[src/rtl/rrnpd_pkg.sv]
`timescale 1ns / 1ps

package rrnpd_pkg;

  localparam int CFG_IDX_W = 1;

  localparam logic [CFG_IDX_W-1:0] REG_IMAGE_WIDTH  = 1'b0;
  localparam logic [CFG_IDX_W-1:0] REG_IMAGE_HEIGHT = 1'b1;

  localparam logic [15:0] WIDTH_RESET  = 16'd1;
  localparam logic [15:0] HEIGHT_RESET = 16'd1;

  localparam logic [7:0] CHAN_MASK = 8'hf0;

  localparam int QUEUE_DEPTH = 4;
  localparam int QUEUE_PTR_W = $clog2(QUEUE_DEPTH);
  localparam int QUEUE_CNT_W = $clog2(QUEUE_DEPTH + 1);

  typedef struct packed {
    logic [15:0] run_length;
    logic [7:0]  cyan;
    logic [7:0]  magenta;
    logic [7:0]  yellow;
    logic        row_end;
    logic        image_end;
    logic        last;
  } run_t;

  // runs caused by one byte: count, then first and second
  typedef struct packed {
    logic [1:0] n;
    run_t       r0;
    run_t       r1;
  } emit_t;

endpackage

[src/rtl/rrnpd_ifs.sv]
`timescale 1ns / 1ps

interface rrnpd_byte_if;
  logic       valid;
  logic       ready;
  logic [7:0] data_byte;

  modport source (output valid, output data_byte, input ready);
  modport sink (input valid, input data_byte, output ready);
endinterface

interface rrnpd_run_if;
  logic        valid;
  logic        ready;
  logic [15:0] run_length;
  logic [7:0]  cyan;
  logic [7:0]  magenta;
  logic [7:0]  yellow;
  logic        row_end;
  logic        image_end;
  logic        last;

  modport source (
    output valid, output run_length, output cyan, output magenta, output yellow,
    output row_end, output image_end, output last, input ready
  );
  modport sink (
    input valid, input run_length, input cyan, input magenta, input yellow,
    input row_end, input image_end, input last, output ready
  );
endinterface

interface rrnpd_cfg_if;
  logic        valid;
  logic        ready;
  logic [0:0]  index;
  logic [15:0] data;

  modport source (output valid, output index, output data, input ready);
  modport sink (input valid, input index, input data, output ready);
endinterface

[src/rtl/rrnpd_core.sv]
`timescale 1ns / 1ps

module rrnpd_core (
  input  logic              clk,
  input  logic              rst,
  input  logic              fire,
  input  logic [7:0]        byte_in,
  input  logic [15:0]       width,
  input  logic [15:0]       height,
  output rrnpd_pkg::emit_t  emit
);
  import rrnpd_pkg::*;

  typedef enum logic [1:0] {PH_WHITE, PH_COUNT, PH_DATA} row_phase_t;
  typedef enum logic [1:0] {NB_EDGE, NB_ONE, NB_TWO} nibble_t;

  row_phase_t  phase, phase_next;
  nibble_t     nibble, nibble_next;
  logic [15:0] row_index, row_index_next;
  logic [16:0] column, column_next;
  logic [7:0]  pixels_left, pixels_left_next;
  logic [7:0]  held_byte, held_byte_next;
  logic        image_done, image_done_next;

  logic [16:0] width_x;
  logic [16:0] rem;
  logic [16:0] col1;
  logic [16:0] rem2;
  logic [15:0] row_inc;
  logic        last_row;
  logic        close;
  logic        done;
  logic        shown;
  logic [7:0]  pl_dec;
  logic [7:0]  c, m, y;
  run_t        fill0, fill2;

  assign width_x  = {1'b0, width};
  assign rem      = (column < width_x) ? (width_x - column) : 17'd0;
  assign col1     = column + 17'd1;
  assign rem2     = (col1 < width_x) ? (width_x - col1) : 17'd0;
  assign row_inc  = row_index + 16'd1;
  assign last_row = (row_inc >= height);
  assign pl_dec   = pixels_left - 8'd1;

  always_comb begin
    fill0 = '{run_length: rem[15:0], cyan: 8'h00, magenta: 8'h00, yellow: 8'h00,
              row_end: 1'b1, image_end: last_row, last: 1'b1};
    fill2 = '{run_length: rem2[15:0], cyan: 8'h00, magenta: 8'h00, yellow: 8'h00,
              row_end: 1'b1, image_end: last_row, last: 1'b1};
  end

  always_comb begin
    phase_next       = phase;
    nibble_next      = nibble;
    row_index_next   = row_index;
    column_next      = column;
    pixels_left_next = pixels_left;
    held_byte_next   = held_byte;
    image_done_next  = image_done;
    emit             = '0;
    close            = 1'b0;
    done             = 1'b0;
    shown            = 1'b0;
    c                = 8'h00;
    m                = 8'h00;
    y                = 8'h00;

    if (!image_done) begin
      if (phase != PH_DATA && {8'h00, byte_in} == width) begin
        emit.n  = 2'd1;
        emit.r0 = fill0;
        close   = 1'b1;
      end else begin
        unique case (phase)
          PH_WHITE: begin
            if ({9'h000, byte_in} >= rem) begin
              emit.n  = 2'd1;
              emit.r0 = fill0;
              close   = 1'b1;
            end else begin
              if (byte_in != 8'h00) begin
                emit.n               = 2'd1;
                emit.r0.run_length   = {8'h00, byte_in};
                emit.r0.last         = 1'b1;
              end
              column_next = column + {9'h000, byte_in};
              phase_next  = PH_COUNT;
            end
          end
          PH_COUNT: begin
            pixels_left_next = byte_in;
            nibble_next      = NB_EDGE;
            if (byte_in == 8'h00) begin
              emit.n  = 2'd1;
              emit.r0 = fill0;
              close   = 1'b1;
            end else begin
              phase_next = PH_DATA;
            end
          end
          PH_DATA: begin
            unique case (nibble)
              NB_ONE: begin
                c              = held_byte & CHAN_MASK;
                m              = {held_byte[3:0], 4'h0};
                y              = byte_in & CHAN_MASK;
                held_byte_next = byte_in;
                nibble_next    = NB_TWO;
                done           = 1'b1;
              end
              NB_TWO: begin
                c           = {held_byte[3:0], 4'h0};
                m           = byte_in & CHAN_MASK;
                y           = {byte_in[3:0], 4'h0};
                nibble_next = NB_EDGE;
                done        = 1'b1;
              end
              default: begin
                held_byte_next = byte_in;
                nibble_next    = NB_ONE;
              end
            endcase
            if (done) begin
              pixels_left_next = pl_dec;
              shown            = (column < width_x);
              if (shown) begin
                emit.n  = 2'd1;
                emit.r0 = '{run_length: 16'd1, cyan: c, magenta: m, yellow: y,
                            row_end: 1'b0, image_end: 1'b0, last: 1'b1};
                column_next = col1;
              end
              if (pl_dec == 8'h00) begin
                close = 1'b1;
                if (shown && col1 >= width_x) begin
                  emit.r0.row_end   = 1'b1;
                  emit.r0.image_end = last_row;
                end else if (shown) begin
                  emit.r0.last = 1'b0;
                  emit.r1      = fill2;
                  emit.n       = 2'd2;
                end else begin
                  emit.r0 = fill2;
                  emit.n  = 2'd1;
                end
              end
            end
          end
          default: begin
            phase_next = PH_WHITE;
          end
        endcase
      end

      if (close) begin
        row_index_next   = row_inc;
        column_next      = 17'd0;
        phase_next       = PH_WHITE;
        pixels_left_next = 8'h00;
        nibble_next      = NB_EDGE;
        if (last_row) begin
          image_done_next = 1'b1;
        end
      end
    end
  end

  always_ff @(posedge clk) begin
    if (rst) begin
      phase       <= PH_WHITE;
      nibble      <= NB_EDGE;
      row_index   <= 16'd0;
      column      <= 17'd0;
      pixels_left <= 8'h00;
      held_byte   <= 8'h00;
      image_done  <= 1'b0;
    end else if (fire) begin
      phase       <= phase_next;
      nibble      <= nibble_next;
      row_index   <= row_index_next;
      column      <= column_next;
      pixels_left <= pixels_left_next;
      held_byte   <= held_byte_next;
      image_done  <= image_done_next;
    end
  end

endmodule

[src/rtl/rrnpd_queue.sv]
`timescale 1ns / 1ps

module rrnpd_queue (
  input  logic             clk,
  input  logic             rst,
  input  logic             push,
  input  rrnpd_pkg::emit_t emit,
  output logic             room,
  output logic             out_valid,
  input  logic             out_ready,
  output rrnpd_pkg::run_t  head
);
  import rrnpd_pkg::*;

  run_t                   entries [QUEUE_DEPTH];
  logic [QUEUE_PTR_W-1:0] wr_ptr;
  logic [QUEUE_PTR_W-1:0] rd_ptr;
  logic [QUEUE_CNT_W-1:0] count;
  logic [QUEUE_CNT_W-1:0] n_push;
  logic                   pop;

  assign room      = (count <= QUEUE_CNT_W'(QUEUE_DEPTH - 2));
  assign out_valid = (count != '0);
  assign head      = entries[rd_ptr];
  assign pop       = out_valid && out_ready;
  assign n_push    = push ? QUEUE_CNT_W'(emit.n) : '0;

  always_ff @(posedge clk) begin
    if (push && emit.n != 2'd0) begin
      entries[wr_ptr] <= emit.r0;
    end
    if (push && emit.n == 2'd2) begin
      entries[wr_ptr + QUEUE_PTR_W'(1)] <= emit.r1;
    end
  end

  always_ff @(posedge clk) begin
    if (rst) begin
      wr_ptr <= '0;
      rd_ptr <= '0;
      count  <= '0;
    end else begin
      wr_ptr <= wr_ptr + QUEUE_PTR_W'(n_push);
      if (pop) begin
        rd_ptr <= rd_ptr + QUEUE_PTR_W'(1);
      end
      count <= count + n_push - QUEUE_CNT_W'(pop);
    end
  end

endmodule

[src/rtl/row_run_nibble_pixel_decoder.sv]
`timescale 1ns / 1ps
// Channel  Dir  Contents
// cfg      in   index (0 image_width, 1 image_height), data
// pixels   in   data_byte
// runs     out  run_length, cyan, magenta, yellow, row_end, image_end, last
//
// Takes one byte a cycle while the run queue has room; a taken byte is registered, then its runs enter the queue.
// Most bytes give at most one run; the four-entry run queue takes a byte while no
// more than two runs wait, so the sustained rate follows runs taken.
// Synchronous reset clears decoder state, queue and registers (both to 1).
// A stall on runs stops byte intake once the queue cannot take two more runs.

module row_run_nibble_pixel_decoder (
  input  logic               clk,
  input  logic               rst,
  rrnpd_cfg_if.sink          cfg,
  rrnpd_byte_if.sink         pixels,
  rrnpd_run_if.source        runs
);
  import rrnpd_pkg::*;

  logic [15:0] image_width;
  logic [15:0] image_height;
  logic        s_valid;
  logic [7:0]  s_byte;
  logic        room;
  logic        fire;
  emit_t       emit;
  run_t        head;
  logic        q_valid;

  assign cfg.ready    = 1'b1;
  assign fire         = s_valid && room;
  assign pixels.ready = !s_valid || room;

  always_ff @(posedge clk) begin
    if (rst) begin
      image_width  <= WIDTH_RESET;
      image_height <= HEIGHT_RESET;
    end else if (cfg.valid) begin
      case (cfg.index)
        REG_IMAGE_WIDTH:  image_width  <= cfg.data;
        REG_IMAGE_HEIGHT: image_height <= cfg.data;
        default: ;
      endcase
    end
  end

  always_ff @(posedge clk) begin
    if (rst) begin
      s_valid <= 1'b0;
    end else if (pixels.ready) begin
      s_valid <= pixels.valid;
    end
    if (pixels.valid && pixels.ready) begin
      s_byte <= pixels.data_byte;
    end
  end

  rrnpd_core u_core (
    .clk     (clk),
    .rst     (rst),
    .fire    (fire),
    .byte_in (s_byte),
    .width   (image_width),
    .height  (image_height),
    .emit    (emit)
  );

  rrnpd_queue u_queue (
    .clk       (clk),
    .rst       (rst),
    .push      (fire),
    .emit      (emit),
    .room      (room),
    .out_valid (q_valid),
    .out_ready (runs.ready),
    .head      (head)
  );

  assign runs.valid      = q_valid;
  assign runs.run_length = head.run_length;
  assign runs.cyan       = head.cyan;
  assign runs.magenta    = head.magenta;
  assign runs.yellow     = head.yellow;
  assign runs.row_end    = head.row_end;
  assign runs.image_end  = head.image_end;
  assign runs.last       = head.last;

endmodule

[src/flat_wrapper.sv]
// flat-port wrapper written by rule: the top's interface ports become plain ports
module row_run_nibble_pixel_decoder_flat import rrnpd_pkg::*;
  (clk, rst, cfg_valid, cfg_index, cfg_data, cfg_ready, pixels_valid, pixels_data_byte, pixels_ready, runs_valid, runs_run_length, runs_cyan, runs_magenta, runs_yellow, runs_row_end, runs_image_end, runs_last, runs_ready);
  rrnpd_cfg_if cfg_i ();
  rrnpd_byte_if pixels_i ();
  rrnpd_run_if runs_i ();
  input  logic clk;
  input  logic rst;
  input wire logic [$bits(cfg_i.valid)-1:0] cfg_valid;
  input wire logic [$bits(cfg_i.index)-1:0] cfg_index;
  input wire logic [$bits(cfg_i.data)-1:0] cfg_data;
  output wire logic [$bits(cfg_i.ready)-1:0] cfg_ready;
  input wire logic [$bits(pixels_i.valid)-1:0] pixels_valid;
  input wire logic [$bits(pixels_i.data_byte)-1:0] pixels_data_byte;
  output wire logic [$bits(pixels_i.ready)-1:0] pixels_ready;
  output wire logic [$bits(runs_i.valid)-1:0] runs_valid;
  output wire logic [$bits(runs_i.run_length)-1:0] runs_run_length;
  output wire logic [$bits(runs_i.cyan)-1:0] runs_cyan;
  output wire logic [$bits(runs_i.magenta)-1:0] runs_magenta;
  output wire logic [$bits(runs_i.yellow)-1:0] runs_yellow;
  output wire logic [$bits(runs_i.row_end)-1:0] runs_row_end;
  output wire logic [$bits(runs_i.image_end)-1:0] runs_image_end;
  output wire logic [$bits(runs_i.last)-1:0] runs_last;
  input wire logic [$bits(runs_i.ready)-1:0] runs_ready;
  assign cfg_i.valid = cfg_valid;
  assign cfg_i.index = cfg_index;
  assign cfg_i.data = cfg_data;
  assign cfg_ready = cfg_i.ready;
  assign pixels_i.valid = pixels_valid;
  assign pixels_i.data_byte = pixels_data_byte;
  assign pixels_ready = pixels_i.ready;
  assign runs_valid = runs_i.valid;
  assign runs_run_length = runs_i.run_length;
  assign runs_cyan = runs_i.cyan;
  assign runs_magenta = runs_i.magenta;
  assign runs_yellow = runs_i.yellow;
  assign runs_row_end = runs_i.row_end;
  assign runs_image_end = runs_i.image_end;
  assign runs_last = runs_i.last;
  assign runs_i.ready = runs_ready;
  row_run_nibble_pixel_decoder u_core (.clk(clk), .rst(rst), .cfg(cfg_i), .pixels(pixels_i), .runs(runs_i));
endmodule
[config.mk]
export PLATFORM = sky130hd
export DESIGN_NAME = row_run_nibble_pixel_decoder_flat
export DESIGN_NICKNAME = d
export VERILOG_FILES = /design/src/rtl/rrnpd_pkg.sv /design/src/rtl/rrnpd_ifs.sv /design/src/rtl/rrnpd_core.sv /design/src/rtl/rrnpd_queue.sv /design/src/rtl/row_run_nibble_pixel_decoder.sv /design/src/flat_wrapper.sv
export SDC_FILE = /design/constraint.sdc
export NUM_CORES = 1
export LEC_CHECK = 0
export ABC_AREA = 1
export CAP_MARGIN = 15
export CORE_AREA = 2 2 146 291
export CTS_BUF_LIST = sky130_fd_sc_hd__clkbuf_8
export CTS_CLUSTER_SIZE = 12
export DETAILED_ROUTE_END_ITERATION = 10
export DIE_AREA = 0 0 148 293
export DONT_BUFFER_PORTS = 1
export GPL_ROUTABILITY_DRIVEN = 0
export GPL_TIMING_DRIVEN = 0
export PLACE_DENSITY = 0.48
export SYNTH_ARGS = -nofsm -noshare
export SYNTH_HDL_FRONTEND = slang
export SYNTH_SLANG_ARGS = --single-unit
[constraint.sdc]
create_clock -name clk -period 9.5 [get_ports clk]
set_clock_uncertainty 0.1 [all_clocks]
set_input_delay 2.375 -clock clk [delete_from_list [all_inputs] [get_ports clk]]
set_output_delay 2.375 -clock clk [all_outputs]
set_load 0.01 [all_outputs]
* Word level (Yosys, flattened, before mapping)
Memories as Yosys holds them, arrays and structs flattened. A register that Yosys moved wholly into a read port is not among the register bits. Cells that the tools add are included.
Word-level totals: input port bits 30, bits in writable memories 172, word-level logic and storage cells 141, output and inout port bits 46, flip-flop bits (word level) 102, memories 1
Cells by class: order comparisons 6, reductions and logical operators 26, $add $sub $neg 11, multiplexer cells 66, equal/unequal tests 13, bitwise logic cells 4
Memory list:
- u_core.u_queue.entries | depth 4, width 43, read ports 1, clocked after Yosys merged registers in 1, write ports 2, RTL line rrnpd_queue.sv:15 | run_t entries [QUEUE_DEPTH];
Operators with widths (count):
- $mux 88 | 3
- $pmux 45 s3 | 1
- $mux 44 | 3
- $mux 43 | 3
- $mux 17 | 7
- $mux 42 | 2
- $pmux 8 s2 | 4
- $mux 45 | 1
- $lt 17x16->1 | 2
- $pmux 17 s2 | 1
- $mux 2 | 12
- $mux 8 | 3
- $mux 1 | 20
- $mux 18 | 1
- $add 17x1->17 const B | 1
- $add 17x8->17 | 1
- $ge 17x16->1 | 1
- $ge 8x17->1 | 1
- $sub 16x17->17 | 1
- $add 16x1->16 const B | 1
- $eq 8x16->1 | 1
- $ge 16x16->1 | 1
- $logic_not 8->1 | 2
- $mux 16 | 1
- other kinds (30) | 52

* Logic depth before layout (Yosys ltp)
word-level depth 14, mapped depth 37, depth with buffers taken out 35

* By module
Synthesis repeated with hierarchy kept, for this count alone.
Second synthesis, totals: cell total of the unflattened synthesis 2458, area total of the unflattened synthesis 18322.6 sq um
By module, submodules not included:
- rrnpd_queue | times used 1, cells each 916, sequential area each 5345.1 sq um, area an instance 8863.5 sq um
- rrnpd_core | times used 1, cells each 1351, sequential area each 1081.0 sq um, area an instance 7910.1 sq um
- row_run_nibble_pixel_decoder | times used 1, cells each 191, sequential area each 900.9 sq um, area an instance 1549.0 sq um

* Least setup slack after synthesis
No wires, ideal clock.
path type register -> register, from register u_core.u_core.column[9], to register u_core.u_queue.count[2], path buffers 1, required time 9.272 ns, library setup time 0.128 ns, clock period less this slack 4.480 ns, data arrival time 4.253 ns, stages on the path, launching flop included 33, setup slack 5.020 ns, cell sequence dfxtp_1 > inv_1 > ha_1 > nand2_1 > inv_2 > nand2_1 > nor2_1 > nand4_1 > nand3_2 > nand2_4 > inv_2 > buf_2 > nand2_1 > ha_1 > nand4_1 > o211ai_1 > nand2_1 > nand2_1 > nand2_1 > nand3b_1 > nand3_4 > nand2_2 > nand2_2 > nand4_2 > nand3_4 > ha_1 > inv_1 > ha_1 > inv_1 > fa_1 > xor2_1 > inv_1 > nor2_1
On the way: cells in the longest elaborated chain, start to end 12, elaborated cells on any way between the ends 19, those cells by class 4 x add/sub; 3 x order compare; 11 x mux; 1 x reduce/logical
RTL lines:
- start: declaration | RTL line rrnpd_core.sv:20 | logic [16:0] column, column_next;
- start signal: assignment | RTL line rrnpd_core.sv:181 | column <= column_next;
- $add 17x1->17 | RTL line rrnpd_core.sv:40 | assign col1 = column + 17'd1;
- $ge 17x16->1 | RTL line rrnpd_core.sv:135 | if (shown && col1 >= width_x) begin
- $logic_and 1x1->1 | RTL line rrnpd_core.sv:135
- $mux 42 | RTL line rrnpd_core.sv:135
- $mux 88 | RTL line rrnpd_core.sv:133 | if (pl_dec == 8'h00) begin
- $mux 88 | RTL line rrnpd_core.sv:124 | if (done) begin
- $pmux 45 s3 (*) | RTL line rrnpd_core.sv:75 | unique case (phase)
- $mux 45 (*) | RTL line rrnpd_core.sv:70 | if (phase != PH_DATA && {8'h00, byte_in} == width) begin
- $mux 88 (*) | RTL line rrnpd_core.sv:69 | if (!image_done) begin
- $mux 2 (*) | RTL line rrnpd_queue.sv:26 | assign n_push = push ? QUEUE_CNT_W'(emit.n) : '0;
- $add 3x2->3 (*) | RTL line rrnpd_queue.sv:47 | count <= count + n_push - QUEUE_CNT_W'(pop);
- $sub 3x1->3 (*) | RTL line rrnpd_queue.sv:47
- end signal: assignment | RTL line rrnpd_queue.sv:47
- end: declaration | RTL line rrnpd_queue.sv:18 | logic [QUEUE_CNT_W-1:0] count;
Every way passes the cells marked *; elsewhere a longest branch is shown, timed or not. A chain may end at the register's enable or synchronous reset.

==> results.tsv <==
stage	metric	value	unit
run_status	status	completed	
global_routing	initial antenna violation count	1	
clocking	TritonCTS clock tree	yes	
clocking	H-Tree Depth	2	
sta	count of pins over their slew limit	0	
power	Reg power frac	30.5	%
clocking	Worst-path clk slew	60	ps
clocking	Skew-Pair Late Insertion Delay	580	ps
clocking	Root Buffer	clkbuf_8	
clocking	Resize count post-CTS	0	
synthesis	Syn Inst Count	2113	
synthesis	area of the mapped netlist	15000	µm²
layout	layout filler cell count	4496	
flow_run	max-cap violation count	0	
power	Clock Power Share	23.4	%
setup_path	Startpoint Class	register	
floorplan	Initial Util	36.7	%
clocking	post-CTS setup buffer count	0	
layout	proportion of layout cells with a drive suffix above 1	7.30	%
sta	worst-margin pin slew	1040	ps
route	Routed Antenna Nets	0	
worst_hold_path	min-delay src	u_core.u_queue.entries[1][18]$_SDFFE_PP0N_	
sta	slew margin rel.	30.2	%
sta	final hold slack	362	ps
layout	fin util	40.2	%
sta	Final Setup Violations	0	
setup_path	worst-path fanout max	19	
floorplan	IO Pins	76	
power	Switching Share	46.4	%
layout	Area growth, synth to finish	9.74	%
route	drt total wl	58100	µm
synthesis	Yosys top cell by area	dfxtp_1	
synthesis	top cell type's share of synthesized area	19.2	%
floorplan	Core ar.	41000	µm²
synthesis	Synth area leaders	dfxtp_1, edfxtp_1, nand2_1	
route	detailed-router iteration count before antenna repair	6	
setup_path	WP data required	9590	ps
power	power per cell area	230	nW/µm²
clocking	deepest clock path buffer count	3	
setup_path	worst reg-to-reg path cell count	23	
sta	Final Hold Fails	0	
sta	setup TNS	0	ps
global_routing	total track usage	26.4	%
setup_path	CP Data Arrival Time	6590	ps
floorplan	Die ar.	43400	µm²
setup_path	crit path kind	register to register	
synthesis	Mean Syn Cell Area	7.11	µm²
global_routing	pin count of the biggest net entering global routing	20	
worst_hold_path	class of the most critical hold timing path	register to register	
power	Comb pwr share	46.0	%
setup_path	worst r2r src	u_core.u_core.column[1]$_SDFFE_PP0P_	
power	Internal Pwr Total	2.03	mW
placed_design	Detail Placement HPWL	47300	µm
route	DR vias	14537	
route	Iteration-0 DRC Markers	970	
floorplan	Die W	148	µm
setup_path	CP Capture Type	register	
route	vias per cell	5.33	
worst_hold_path	hold depth	2	
floorplan	Die H	293	µm
clocking	CTS sink count	228	
synthesis	number of synthesized register bits	228	
power	Peak VDD IR	0.000122	V
global_routing	vias in the first global route	14611	
power	Sw Pwr	1.76	mW
power	Pwr Total	3.80	mW
setup_path	Setup crit start	u_core.u_core.column[1]$_SDFFE_PP0P_	
route	WL per Instance	21.3	µm
synthesis	register area share after synthesis	36.0	%
layout	most frequent cells in the layout	nand2_1, nand3_1, inv_1	
sta	post-route clock period utilization	68.4	%
synthesis	synth warn	0	
power	Pleak	7.31	nW
layout	Post-layout nets	2288	
global_routing	first-pass GRT wire length	86600	µm
floorplan	# rows	105	
sta	clock period minus worst slack	6500	ps
route	residual DRC count	0	
layout	most common cell after layout, fill and taps aside	nand2_1	
sta	RSZ-0062 raised after global routing	no	
synthesis	Cell variety after synth	47	
clocking	TritonCTS Buffers	38	
global_routing	grt total ovfl	0	
sta	Max Freq	154	MHz
clocking	Post-CTS Hold Buffers	0	
placed_design	PortBufs	0	
Yosys cell counts, drive strengths merged:
master / instances
xor2: 43
conb: 2
a31o: 1
a21boi: 1
o221ai: 4
o22ai: 32
nor4: 1
or2: 10
a211oi: 6
nand2: 421
a22oi: 8
ha: 90
o21ai: 223
clkbuf: 51
a31oi: 3
nor2: 236
nor3: 23
a21oi: 122
xnor2: 10
nand4: 32
nand3b: 5
clkinv: 3
and2: 2
dfxtp: 144
o21a: 1
buf: 49
fa: 4
inv: 238
o211ai: 9
a21o: 4
nand3: 251
edfxtp: 84
stage by stage:
step / setup slack (ps) / cell area [µm²] / std cells
after floorplan: 5020 / 15100 / 2124
after global placement: 2990 / 15700 / 2659
after detailed placement: 3020 / 15700 / 2659
after CTS: 3000 / 16500 / 2728
after global routing: 2640 / 16500 / 2729
final: 3000 / 16500 / 2729
kinds of logic (layout without fill, tap and decap cells):
kind of cell,after synthesis,count (layout),share of synthesized area [%]
fa+ha+maj,94,94,8.03
flops,228,228,36.0
buf+inv,341,410,9.36
simple gates,981,981,28.7
other cells,2,14,0.0500
compound gates,414,414,14.8
xor+xnor,53,53,3.09
worst max-delay path, cell delays in order (launching register included):
cell      delay (ps)
dfxtp_1          450
inv_1            160
nor3_1           300
nand3_1          200
nor3_1           640
nand2_1          180
nor2_1           370
xor2_1           240
inv_1             70
ha_1             380
nand2_1          150
nor2_1            60
a211oi_1         160
nand2_1           80
nand2_1           60
nand2_1          110
nand2_1          140
nand4_2          210
nor2_1           260
nand4_1          160
nor2_1           220
nand2_1          160
clkbuf_1         350
nand2_1          870
power by group through the flow:
stage | clock, mW | sequential [mW] | combinational (mW)
2_1_floorplan | 0 | 1.15 | 1.18
3_3_place_gp | 0 | 1.18 | 1.72
3_5_place_dp | 0 | 1.18 | 1.73
4_1_cts | 0.911 | 1.16 | 1.74
5_1_grt | 0.942 | 1.17 | 1.92
6_report | 0.889 | 1.16 | 1.75
routing by layer:
metal / global-route usage, % / part of all wire, % / vias up
li1: - / - / 7138
met1: 23.8 / 33 / 6736
met2: 53.5 / 56 / 470
met3: 2.83 / 3.6 / 193
met4: 17.4 / 7.4 / 0
met5: 0 / 0 / -
final timing paths:
check | slack, ps | end
setup / recovery | 3000 | u_core.u_queue.entries[3][32]$_DFFE_PP_
hold / removal | 360 | u_core.u_queue.entries[1][18]$_SDFFE_PP0N_
setup reg to reg | 3000 | u_core.u_queue.entries[3][32]$_DFFE_PP_
hold reg to reg | 360 | u_core.u_queue.entries[1][18]$_SDFFE_PP0N_
layout make-up:
class                      instances  area, µm²  share of cell area (%)
antenna                            1       2.50                  0.0152
buffer                           100        502                    3.04
clock buffer                      44        606                    3.67
clock inverter                    25        145                   0.880
inverter                         241        905                    5.48
multi-input combinational       1555       8260                    50.1
sequential                       228       5410                    32.8
tap                              535        669                    4.06
sequential cells by signal, summed over array words and instances, names as in the netlist, 3 cells and up, named ones only:
name                       cells
u_core.u_queue.entries       124
u_core.u_core.column          17
u_core.image_height           16
u_core.image_width            16
u_core.u_core.row_index       16
u_core.s_byte                  8
u_core.u_core.held_byte        8
u_core.u_core.pixels_left      8
u_core.u_queue.count           3
Power figures use the tool's default switching activity.
